<file path="config.mk">
export PLATFORM = sky130hd
export DESIGN_NAME = hist1d_binner
export DESIGN_NICKNAME = d
export VERILOG_FILES = /design/src/sv/hist1d_pkg.sv /design/src/sv/hist1d_binner.sv
export VERILOG_INCLUDE_DIRS = /design/src /design/src/sv
export SDC_FILE = /design/constraint.sdc
export NUM_CORES = 1
export LEC_CHECK = 0
export ABC_AREA = 1
export BUFFER_PORTS_ARGS = -buffer_cell sky130_fd_sc_hd__buf_2
export CORE_MARGIN = 8
export CORE_UTILIZATION = 65
export DETAILED_ROUTE_END_ITERATION = 10
export PLACE_DENSITY = 0.79
export SETUP_SLACK_MARGIN = 0.5
export SLEW_MARGIN = 10
export SYNTH_ARGS = -nofsm -noshare
export SYNTH_HDL_FRONTEND = slang
export SYNTH_SLANG_ARGS = --single-unit
</file>
<file path="constraint.sdc">
create_clock -name aclk -period 11.75 [get_ports aclk]
set_input_delay 3.525 -clock aclk [delete_from_list [all_inputs] [get_ports aclk]]
set_output_delay 3.525 -clock aclk [all_outputs]
set_load 0.01 [all_outputs]
</file>
<file path="src/sv/assert_macros.svh">
// assertion macros shared by the rtl modules
`ifndef ASSERT_MACROS_SVH
`define ASSERT_MACROS_SVH

// property checked at every rising edge, off while reset is asserted
`define ASSERT_CLK(label, clk, rstn, prop, msg) \
    label: assert property (@(posedge clk) disable iff (!rstn) prop) \
        else $error(msg);

// property checked at every rising edge, reset included
`define ASSERT_ALWAYS(label, clk, prop, msg) \
    label: assert property (@(posedge clk) prop) \
        else $error(msg);

`endif

</file>
<file path="src/sv/hist1d_pkg.sv">
// shared constants, types and count arithmetic for the 1d histogram engine
`default_nettype none

package hist1d_pkg;

    localparam int MaxBins    = 1024;
    localparam int CountWidth = 40;
    localparam int NumSlots   = MaxBins + 2;
    localparam int SlotW      = $clog2(NumSlots);
    localparam int NbW        = $clog2(MaxBins + 1);
    localparam int QuoW       = $clog2(MaxBins + 1);
    localparam int DiffW      = 33;
    localparam int ProdW      = NbW + DiffW;

    // fixed field widths of the stream channels
    localparam int ContentW   = 40;
    localparam int SlotOutW   = 11;
    localparam int SampleW    = 32;
    localparam int WeightW    = 16;
    localparam int IndexW     = 12;
    localparam int ValueW     = 40;
    localparam int NumBinsW   = 11;
    localparam int CfgIdxW    = 2;
    localparam int CfgDataW   = 32;

    // request kinds
    localparam logic [1:0] REQ_FILL  = 2'd0;
    localparam logic [1:0] REQ_READ  = 2'd1;
    localparam logic [1:0] REQ_WRITE = 2'd2;
    localparam logic [1:0] REQ_CLEAR = 2'd3;

    // configuration register indexes
    localparam logic [CfgIdxW-1:0] CFG_NUM_BINS    = 2'd0;
    localparam logic [CfgIdxW-1:0] CFG_RANGE_LEFT  = 2'd1;
    localparam logic [CfgIdxW-1:0] CFG_RANGE_RIGHT = 2'd2;

    typedef logic signed [CountWidth-1:0] count_t;

    localparam count_t CntMax = {1'b0, {(CountWidth-1){1'b1}}};
    localparam count_t CntMin = {1'b1, {(CountWidth-1){1'b0}}};

    // operation handed to the bin store
    typedef struct packed {
        logic [1:0]                op;
        logic [SlotW-1:0]          slot;
        logic signed [WeightW-1:0] weight;
        logic signed [ValueW-1:0]  value;
    } store_req_t;

    // completion reported by the bin store
    typedef struct packed {
        logic                       done;
        logic signed [ContentW-1:0] content;
        logic [SlotW-1:0]           slot;
    } store_rsp_t;

    // add a weight to a count, saturating at the count limits
    function automatic count_t sat_add(input count_t v, input logic signed [WeightW-1:0] w);
        logic signed [CountWidth:0] s;
        s = (CountWidth+1)'(v) + (CountWidth+1)'(w);
        if (s[CountWidth] != s[CountWidth-1]) begin
            return s[CountWidth] ? CntMin : CntMax;
        end
        return count_t'(s[CountWidth-1:0]);
    endfunction

    // bring a written value into the count range
    function automatic count_t clamp_count(input logic signed [ValueW-1:0] v);
        logic signed [64:0] ve;
        logic signed [64:0] mx;
        logic signed [64:0] mn;
        ve = 65'(v);
        mx = 65'(CntMax);
        mn = 65'(CntMin);
        if (ve > mx) begin
            return CntMax;
        end
        if (ve < mn) begin
            return CntMin;
        end
        return count_t'(ve[CountWidth-1:0]);
    endfunction

endpackage

`default_nettype wire

</file>
<file path="src/sv/hist1d_binner.sv">
// sample to slot mapping: range offset, bin-count multiply, restoring divide
`default_nettype none
`include "assert_macros.svh"

module hist1d_binner (
    input  logic                                    aclk,
    input  logic                                    aresetn,
    input  logic                                    start,
    input  logic signed [hist1d_pkg::SampleW-1:0]   sample,
    input  logic signed [hist1d_pkg::SampleW-1:0]   range_left,
    input  logic signed [hist1d_pkg::SampleW-1:0]   range_right,
    input  logic [hist1d_pkg::NbW-1:0]              nb,
    output logic                                    done,
    output logic [hist1d_pkg::SlotW-1:0]            slot
);
    import hist1d_pkg::*;

    localparam int CntW = $clog2(QuoW + 1);

    localparam logic [1:0] B_IDLE  = 2'd0;
    localparam logic [1:0] B_MUL   = 2'd1;
    localparam logic [1:0] B_CHECK = 2'd2;
    localparam logic [1:0] B_DIV   = 2'd3;

    logic [1:0]              state_reg, state_next;
    logic signed [DiffW-1:0] diff_reg;
    logic signed [DiffW-1:0] span_reg;
    logic [NbW-1:0]          nb_reg;
    logic [ProdW-1:0]        prod_reg;
    logic [ProdW-1:0]        rem_reg;
    logic [ProdW-1:0]        div_reg;
    logic [QuoW-1:0]         quo_reg;
    logic [CntW-1:0]         cnt_reg;
    logic                    done_reg;
    logic [SlotW-1:0]        slot_reg;

    logic [DiffW-1:0]        diff_abs;
    logic [ProdW-1:0]        span_wide;
    logic                    quo_bit;
    logic [SlotW-1:0]        ovf_slot;

    assign diff_abs  = diff_reg[DiffW-1] ? DiffW'(-diff_reg) : DiffW'(diff_reg);
    assign span_wide = ProdW'(span_reg);
    assign quo_bit   = (rem_reg >= div_reg);
    assign ovf_slot  = SlotW'(nb_reg) + SlotW'(1);

    // sequencer state
    always_comb begin
        state_next = state_reg;
        case (state_reg)
            B_IDLE: begin
                if (start) begin
                    state_next = B_MUL;
                end
            end
            B_MUL: begin
                state_next = B_CHECK;
            end
            B_CHECK: begin
                if (span_reg > 0 && !diff_reg[DiffW-1] && diff_reg < span_reg) begin
                    state_next = B_DIV;
                end else begin
                    state_next = B_IDLE;
                end
            end
            B_DIV: begin
                if (cnt_reg == '0) begin
                    state_next = B_IDLE;
                end
            end
            default: state_next = B_IDLE;
        endcase
    end

    always_ff @(posedge aclk) begin
        if (!aresetn) begin
            state_reg <= B_IDLE;
            done_reg  <= 1'b0;
        end else begin
            state_reg <= state_next;
            done_reg  <= 1'b0;
            if (state_reg == B_CHECK && state_next == B_IDLE) begin
                done_reg <= 1'b1;
            end
            if (state_reg == B_DIV && cnt_reg == '0) begin
                done_reg <= 1'b1;
            end
        end
    end

    // datapath: offset and span, product, range checks, one quotient bit a cycle
    always_ff @(posedge aclk) begin
        case (state_reg)
            B_IDLE: begin
                if (start) begin
                    diff_reg <= DiffW'(sample) - DiffW'(range_left);
                    span_reg <= DiffW'(range_right) - DiffW'(range_left);
                    nb_reg   <= nb;
                end
            end
            B_MUL: begin
                prod_reg <= ProdW'(nb_reg) * ProdW'(diff_abs);
            end
            B_CHECK: begin
                rem_reg <= prod_reg;
                div_reg <= span_wide << (QuoW - 1);
                quo_reg <= '0;
                cnt_reg <= CntW'(QuoW - 1);
                if (span_reg <= 0) begin
                    slot_reg <= ovf_slot;
                end else if (diff_reg[DiffW-1]) begin
                    // below the left edge; a quotient above -1 still lands in bin zero
                    slot_reg <= (prod_reg >= span_wide) ? '0 : SlotW'(1);
                end else if (diff_reg >= span_reg) begin
                    slot_reg <= ovf_slot;
                end
            end
            B_DIV: begin
                if (quo_bit) begin
                    rem_reg <= rem_reg - div_reg;
                end
                div_reg <= div_reg >> 1;
                quo_reg <= (quo_reg << 1) | QuoW'(quo_bit);
                cnt_reg <= cnt_reg - CntW'(1);
                if (cnt_reg == '0) begin
                    slot_reg <= SlotW'((quo_reg << 1) | QuoW'(quo_bit)) + SlotW'(1);
                end
            end
            default: ;
        endcase
    end

    assign done = done_reg;
    assign slot = slot_reg;

    `ASSERT_CLK(a_start_idle, aclk, aresetn, start |-> state_reg == B_IDLE,
        "binner started while busy")
    `ASSERT_CLK(a_slot_range, aclk, aresetn, done_reg |-> slot_reg <= ovf_slot,
        "binner slot beyond overflow")
    `ASSERT_CLK(a_div_bound, aclk, aresetn,
        state_reg == B_DIV |-> rem_reg < (div_reg << 1),
        "divider remainder out of bound")

endmodule

`default_nettype wire

</file>
==> results of run 1 <==
==> routing by layer <==
| metal | global-route usage (%) | routed length (um) | vias to the layer above |
|---|---|---|---|
| met5 | 0 | 12 | - |
| met4 | 13.20 | 4220 | 2 |
| met3 | 5.702 | 10550 | 254 |
| met2 | 56.34 | 42510 | 1607 |
| met1 | 50.31 | 40310 | 13180 |
| li1 | - | - | 12990 |
==> metrics by stage <==
stage	instance area, um^2	setup slack [ps]	util [%]
2_1_floorplan	30740	4455	-
3_3_place_gp	31990	4926	68.57
3_5_place_dp	31990	4921	68.57
4_1_cts	32930	4876	70.58
5_1_grt	32930	4396	70.59
6_report	32930	4771	70.59
==> layout by cell type, fill, tap and decap left out, types with 26 or more instances in the layout <==
cell type	instances
clkbuf_16	29
buf_2	121
inv_1	730
a31oi_1	26
edfxtp_1	234
nor2_1	494
o21ai_0	166
xor2_1	82
o21bai_1	26
nand2_1	902
nor3_1	39
nand4_1	52
nand3_1	174
a21oi_1	226
xnor2_1	44
ha_1	271
fa_1	281
==> cells by family (layout without fill, tap and decap cells) <==
group	count (synthesis)	after routing	share of synthesized area, %
AO/OA/AOI/OAI	510	510	9.253
XOR/XNOR	135	135	4.177
adder cells (fa/ha/maj)	552	552	29.33
buffers and inverters	819	944	10.13
flip-flops	237	237	23.06
other	0	1	0
AND/OR/NAND/NOR	1765	1765	24.05
==> synth_stat cells (4+ instances only) <==
cell and instances:
o22ai_1 4, edfxtp_1 234, nor2_2 15, fa_1 281
nand3b_1 5, nor4_1 11, a21boi_0 8, o21ai_1 5
clkbuf_1 50, buf_1 4, nand2_2 18, a31oi_1 26
inv_1 730, nand2_1 903, o21ai_0 167, xor2_1 82
o21a_1 8, o21bai_1 26, ha_1 271, or2_1 15
o21ai_2 10, nand3_1 174, xnor2_1 44, nor3_1 39
nand4_1 52, a21o_1 17, inv_2 18, or2_2 11
nor2_1 496, xor2_2 6, buf_2 9, a21oi_1 226
==> how the worst max path moves through the flow <==
stage,start,endpoint,cells after the start
global route,diff_reg[0],prod_reg[38],27
floorplan,start,diff_reg[0],2
global placement,diff_reg[0],prod_reg[27],25
CTS,diff_reg[0],prod_reg[39],28
detailed placement,diff_reg[0],prod_reg[39],29
finish,diff_reg[0],prod_reg[39],29
==> area by class of cell <==
class,instances,area (um^2)
timing repair buffer,139,740.7
clock buffer,34,744.5
fill,3953,13720
sequential,237,7088
inverter,753,2831
multi-input combinational,2962,20570
clock inverter,18,193.9
tap,607,759.5
antenna,1,2.502
==> worst reg2reg max path, delay by kind of cell, from the launching register on <==
| family | cells | cell delay [ps] |
|---|---|---|
| AND/OR/NAND/NOR | 13 | 1950 |
| adder cells (fa/ha/maj) | 7 | 3120 |
| flip-flops | 1 | 580 |
| buffers and inverters | 7 | 650 |
| XOR/XNOR | 2 | 390 |
==> results.txt, run 1 <==
- Class of the tightest hold or removal check: register to register
- The root buffer cell chosen for the clock tree is clkbuf_16.
- Number of distinct standard cells referenced by the synthesized netlist: 64
- Total Routing Usage GR: a little over a third
* Predominant post-synthesis flop cell: edfxtp_1
- In the post-synthesis netlist, the biggest area contributors are edfxtp_1 (23%), fa_1 (18%), ha_1 (11%).
* CP max stage cell: edfxtp_1
- Max Clk Rate: 143.3 MHz
- Worst clock skew: 35.52 ps
- roughly 120 I/O pins were placed.
- Summed over all nets, the half-perimeter wirelength after detailed placement is about 80 mm.
- The detailed router placed ~28,000 vias in this run.
- Netlist Area Pre-Place: ~0.031 mm^2
- STA classifies the critical path startpoint as a register.
- In this run the tool buffered the top-level ports with 121 buffer cells.
* Endpoint of the worst hold path: div_reg[14]
- Counting every sink on the clock net gives between 200 and 250.
- The net count of the finished layout is between 4,000 and 5,000.
- The first routing iteration left approximately 3,400 violations.
* Terminus of the critical flop-to-flop path: prod_reg[39]
* Core Footprint: about 0.047 mm^2
* Clock-pin transition on the worst setup and hold timing paths: ~60 ps
- Worst hold slack: between 500 and 600 ps
- Of all nets on the critical path, the largest fanout is 12.
- Startpoint of the worst hold path: span_reg[4]
- After layout, the worst path uses 59.40% of the clock period.
* Final hold violations: 0
- Averaged over all synthesized cells, the footprint is around 7.6 um^2.
- R2r startpoint: diff_reg[0]
- Final setup vio count: 0
- The detail route stage leaves a number of antenna-violating nets equal to 0.
- Post-detailed-route DRC marker count: 0
- The via count of the first global-routing pass was between 20,000 and 30,000.
- Share of flip-flops with an asynchronous set or reset after synthesis: 0%
- Slew at the pin with the worst max-slew slack: around 1000 ps
- Worst EP required: between 10,000 and 15,000 ps
- Across all register-to-register paths, the minimum setup slack is 4770 ps.
- Resize count post-CTS: 0
* Grt total ovfl: 0
- Clock insertion delay at the later pin of the skew report: 590 ps
- The routed design has slightly below 100 mm of wire.
- CTS max path bufs: 3
- After detailed routing, the average wire length per cell comes to around 20 um.
* Kind of critical path: register to register
- The run finished with clean final reports.
* Arr. time, crit path: around 7300 ps
- The number of antenna violations at the first check in global routing came to 3.
- In this run the tightest slew margin relative to its limit is a little under a third.
- Cell type contributing the most total cell area after synthesis: edfxtp_1
- The first global-routing pass estimated around 150 mm of wire.
* Yosys reg bits: between 200 and 250
- CTS built an H-tree with a depth of 1.
- The worst hold path passes through 2 cells.
* Weighted congestion at the end of routability-driven global placement: ~1.1
- Total count of max-transition violations in the final report: 0
- After synthesis, the largest area contributor takes up 22.86% of total cell area.
* Horizontal die dimension: approximately 230 um
- Family with the most delay on the worst path: adder cells
- The finished layout holds ~4,800 standard cells, fillers aside.
* Hold bufs inserted after CTS: 0
- Entering global routing, the biggest net connects 85 pins.
- Net count after synthesis: between 4,000 and 5,000
- The share of the Yosys chip area taken by registers is a little under a quarter.
- Die area: ~0.055 mm^2
- During synthesis, Yosys emitted a total of 0 warnings.
- The largest single stage delay on the critical path is around 580 ps.
* Detailed Routing Iterations Pass 1: 7
- Count of maximum capacitance violations: 0
* Number of synthesized flops with an enable pin: ~230
* Number of cells produced by synthesis: 4,018
- The worst register-to-register path has a depth of 29.
- Vertical die dimension: ~230 um
- TritonCTS created 29 clock buffers.
- Area grow syn2layout: 7.140%
- Setup repair after global routing left no endpoint under its margin.
- Placed instance count: 4,698
- Element type at the critical path end: register
- Row count: between 70 and 80
- The worst path needs about 7000 ps of the cycle, external delays included.
- Setup Fix Bufs, Post-CTS: 0
* Sum of negative setup slack: 0 ps
- Dividing the detail-routed via count by the number of cells gives ~5.9.
- Buffering stage count on the worst path with inverters included: 7
* TritonCTS clock tree: yes
* Initial cell density of the core: between 60% and 70%
- Of the cells placed in the final design, the portion with a size suffix greater than 1 is 7.145%.
Power of run 1 is not shown: default switching activity piles up to over one toggle a cycle in this logic, so the estimate is an artifact.
==> inputs of run 2 (changes only) <==
--- a/config.mk
+++ b/config.mk
@@ -9,9 +9,9 @@
 export ABC_AREA = 1
 export BUFFER_PORTS_ARGS = -buffer_cell sky130_fd_sc_hd__buf_2
 export CORE_MARGIN = 8
-export CORE_UTILIZATION = 65
+export CORE_UTILIZATION = 59
 export DETAILED_ROUTE_END_ITERATION = 10
-export PLACE_DENSITY = 0.79
+export PLACE_DENSITY = 0.76
 export SETUP_SLACK_MARGIN = 0.5
 export SLEW_MARGIN = 10
 export SYNTH_ARGS = -nofsm -noshare
==> constraint.sdc (replaced) <==
create_clock -name aclk -period 5.84 [get_ports aclk]
set_input_delay 1.752 -clock aclk [delete_from_list [all_inputs] [get_ports aclk]]
set_output_delay 1.752 -clock aclk [all_outputs]
set_load 0.01 [all_outputs]
==> run 2 against run 1 <==
Cell count rose by 9.4%. Design area increased by 17%. The run now ends with negative setup slack left. Largest cell class unchanged. Critical path type unchanged. Fmax grew 13%. Highest routed layer is now met4.
==> results.txt, run 2 (synthesis gave the netlist of run 1 again) <==
* Max Clk Rate: 161.6 MHz (was 143.3 MHz)
- The slew at the pin closest to its max-slew limit is 1087 ps (was 1047 ps).
* Delay of the slowest critical-path stage: 600 ps (was 580 ps)
* Placed Area: 0.03501 mm^2 (was 0.03199 mm^2)
- Final cycle utilization of the critical path: 106.0% (was 59.40%)
- Total Routing Usage GR: 34.57% (was 35.97%)
* Count of input and output buffers: 121 (unchanged)
- The launching point of the worst reg2reg path was diff_reg[6] (was diff_reg[0]).
- Arr. time, crit path: 6580 ps (was 7310 ps)
- Global-route wire length before repair: 161.9 mm (was 151.3 mm)
- The core box area came to 0.05141 mm^2 (was 0.04665 mm^2).
* Register-to-register setup slack: -350 ps (was 4770 ps)
- Post-detailed-route DRC marker count: 0 (unchanged)
- Result of the run: complete, but fails checks (was complete, no violations)
- Sequential cell area: 0.007088 mm^2 (unchanged)
- Violated checks: negative setup slack
- Grt total ovfl: 0 (unchanged)
- The number of antenna cells inserted is 0 (was 1).
* Clock-pin transition on the worst setup and hold timing paths: 60 ps (about the same)
* Pin count of the biggest net entering global routing: 91 (was 85)
- The most frequent standard cell in the layout excluding fill and tap cells is nand2_1 (unchanged).
- Row count: 83 (was 79)
* Horizontal die dimension: 244.2 um (was 233.5 um)
* Terminus of the critical flop-to-flop path: prod_reg[40] (was prod_reg[39])
* Clock insertion delay at the later pin of the skew report: 590 ps (about the same)
* Setup repair after global routing missed its margin: true (was false)
- The highest-utilization routing layer at the global route stage was met2 (unchanged).
- Worst hold path stage count: 0 (was 2)
- Top library cells by usage in the layout, fill and taps aside: nand2_1 (815), inv_1 (662), nor2_1 (405) (was nand2_1 (902), inv_1 (730), nor2_1 (494)).
- The HPWL after detailed placement came to 87.32 mm (was 80.70 mm).
* Element type at the critical path end: register (unchanged)
- Count of routing violations after the opening detailed-route iteration: 2,799 (was 3,419)
* Area grow syn2layout: 24.92% (was 7.140%)
- Met1 track utilization from global routing: 46.45% (was 50.31%)
* Worst rel slew slack: 27.33% (was 30.14%)
* Area of the multi-input gates: 0.02264 mm^2 (was 0.02057 mm^2)
- Total routed wirelength: 108.5 mm (was 97.61 mm)
- Detailed Routing Iterations Pass 1: 5 (was 7)
* CP max stage cell: fa_1 (was edfxtp_1)
- The via density per instance was 5.758 (was 5.899).
- The data required time of the critical path came to 6230 ps (was 12,080 ps).
- The number of max-cap violations was 0 (unchanged).
- Finished Cell Area: 0.03840 mm^2 (was 0.03293 mm^2)
- TritonCTS clock tree: yes (unchanged)
* Average wire length per cell after detail routing: 20.87 um (was 20.55 um)
- Fraction of layout cells with a size suffix above 1: 23.63% (was 7.145%)
- The number of H-tree levels was 1 (unchanged).
- Class of the tightest hold or removal check: register to register (unchanged)
- Weighted congestion at the end of routability-driven global placement: 1.048 (was 1.055)
- Most used cell along the critical path: fa_1
- GR met2 Demand/Resource: 54.86% (was 56.34%)
* Endpoint of the worst hold path: cnt_reg[2] (was div_reg[14])
- Inserted Clock Buffers: 27 (was 29)
- The worst hold slack after final layout was 544.8 ps (was 549.6 ps).
- The number of sinks on the clock net was 237 (unchanged).
- Crit path setup slack, layout: -348.9 ps (was 4771 ps)
* Initial cell density of the core: 59.79% (was 65.88%)
* Initial antenna violation count: 0 (was 3)
- Path depth of the worst reg2reg path: 29 (unchanged)
- The via count was 29,940 (was 28,030).
- The post-route minimum period was 6189 ps (was 6979 ps).
- The via count of the first global-routing pass is 29,160 (was 27,000).
- The count of endpoints failing hold in the final timing report is 0 (unchanged).
- The die area is 0.05966 mm^2 (was 0.05450 mm^2).
- The filler cell count in the final layout is 3,888 (was 3,953).
- The layout net count came to 5,160 (was 4,784).
- Count of antenna-violating nets left after detailed routing: 0 (unchanged)
- The sort of element at the start of the critical path is a register (unchanged).
- I/O pin count: 122 (unchanged)
- The launch instance of the worst min-delay path was state_reg[1] (was span_reg[4]).
- DP Worst Slack: -327.0 ps (was 4921 ps)
- The met3 routing resource usage after global routing was 5.679% (was 5.702%).
- The number of slew-limit violations in the final report was 0 (unchanged).
* CTS max path bufs: 3 (unchanged)
- The maximum fanout count along the critical path was 7 (was 12).
- The setup TNS came to -4624 ps (was 0 ps).
- Final setup vio count: 30 (was 0)
* Cell chosen for the clock root: clkbuf_16 (unchanged)
* Vertical die dimension: 244.2 um (was 233.5 um)
* Kind of critical path: register to register (unchanged)
- Worst clock skew: 18.95 ps (was 35.52 ps)
run 2: cell count changes in the layout (fill, tap and decap cells not counted), sizes merged, moves of 2 or more:
cell,previous run,this run
clkinvlp,4,2
bufinv,2,5
clkinv,11,16
buf,139,516
clkbuf,34,30
inv,754,751
run 2: through the flow:
| step | util, % | instances |
|---|---|---|
| finish | 74.69 | 5199 |
| global route | 74.69 | 5199 |
| CTS | 72.24 | 5157 |
| detailed placement | 68.11 | 5067 |
| global placement | 68.11 | 5067 |
| floorplan | - | 4018 |
run 2: layout make-up:
type,instances,area share (%)
multi-input cells,2962,58.96
flip-flops and latches,237,18.46
repair buffers,517,10.41
inverters,753,7.508
well taps,680,2.216
clock buffers,29,1.779
clock inverters,21,0.6680
run 2: how the worst max path moves through the flow:
stage / cells past startpoint / endpoint / start / slack [ps]
2_1_floorplan: 29 / prod_reg[39] / diff_reg[1] / 340
3_3_place_gp: 28 / prod_reg[41] / diff_reg[12] / -210
3_5_place_dp: 28 / prod_reg[41] / diff_reg[8] / -330
4_1_cts: 27 / prod_reg[41] / diff_reg[2] / -110
5_1_grt: 30 / prod_reg[40] / diff_reg[2] / -510
6_report: 29 / prod_reg[40] / diff_reg[6] / -350
run 2: what timing repair did:
| action | 4_1_cts | 5_1_grt |
|---|---|---|
| pin swaps | 101 | 134 |
| endpoints found under the hold margin | 0 | 0 |
| buffers inserted | 40 | 42 |
| hold buffers | 0 | 0 |
| gates resized for setup | 258 | 254 |
| setup endpoints to repair | 36 | 36 |
run 2: layer usage:
metal	vias up	part of all wire, %
met1	14200	40
met4	0	6.3
met2	1611	45
met3	393	9.6
met5	-	0
li1	13730	-
run 2: worst max-delay path: cells and delay by family (launching register included):
family                     cells  cell delay [ps]
adders and majority gates      6             2930
and+or+nand+nor               11             1110
buffers and inverters         10              990
xor gates and xnor gates       2              490
DFF                            1              440
Power of run 2 is left out for the same reason.
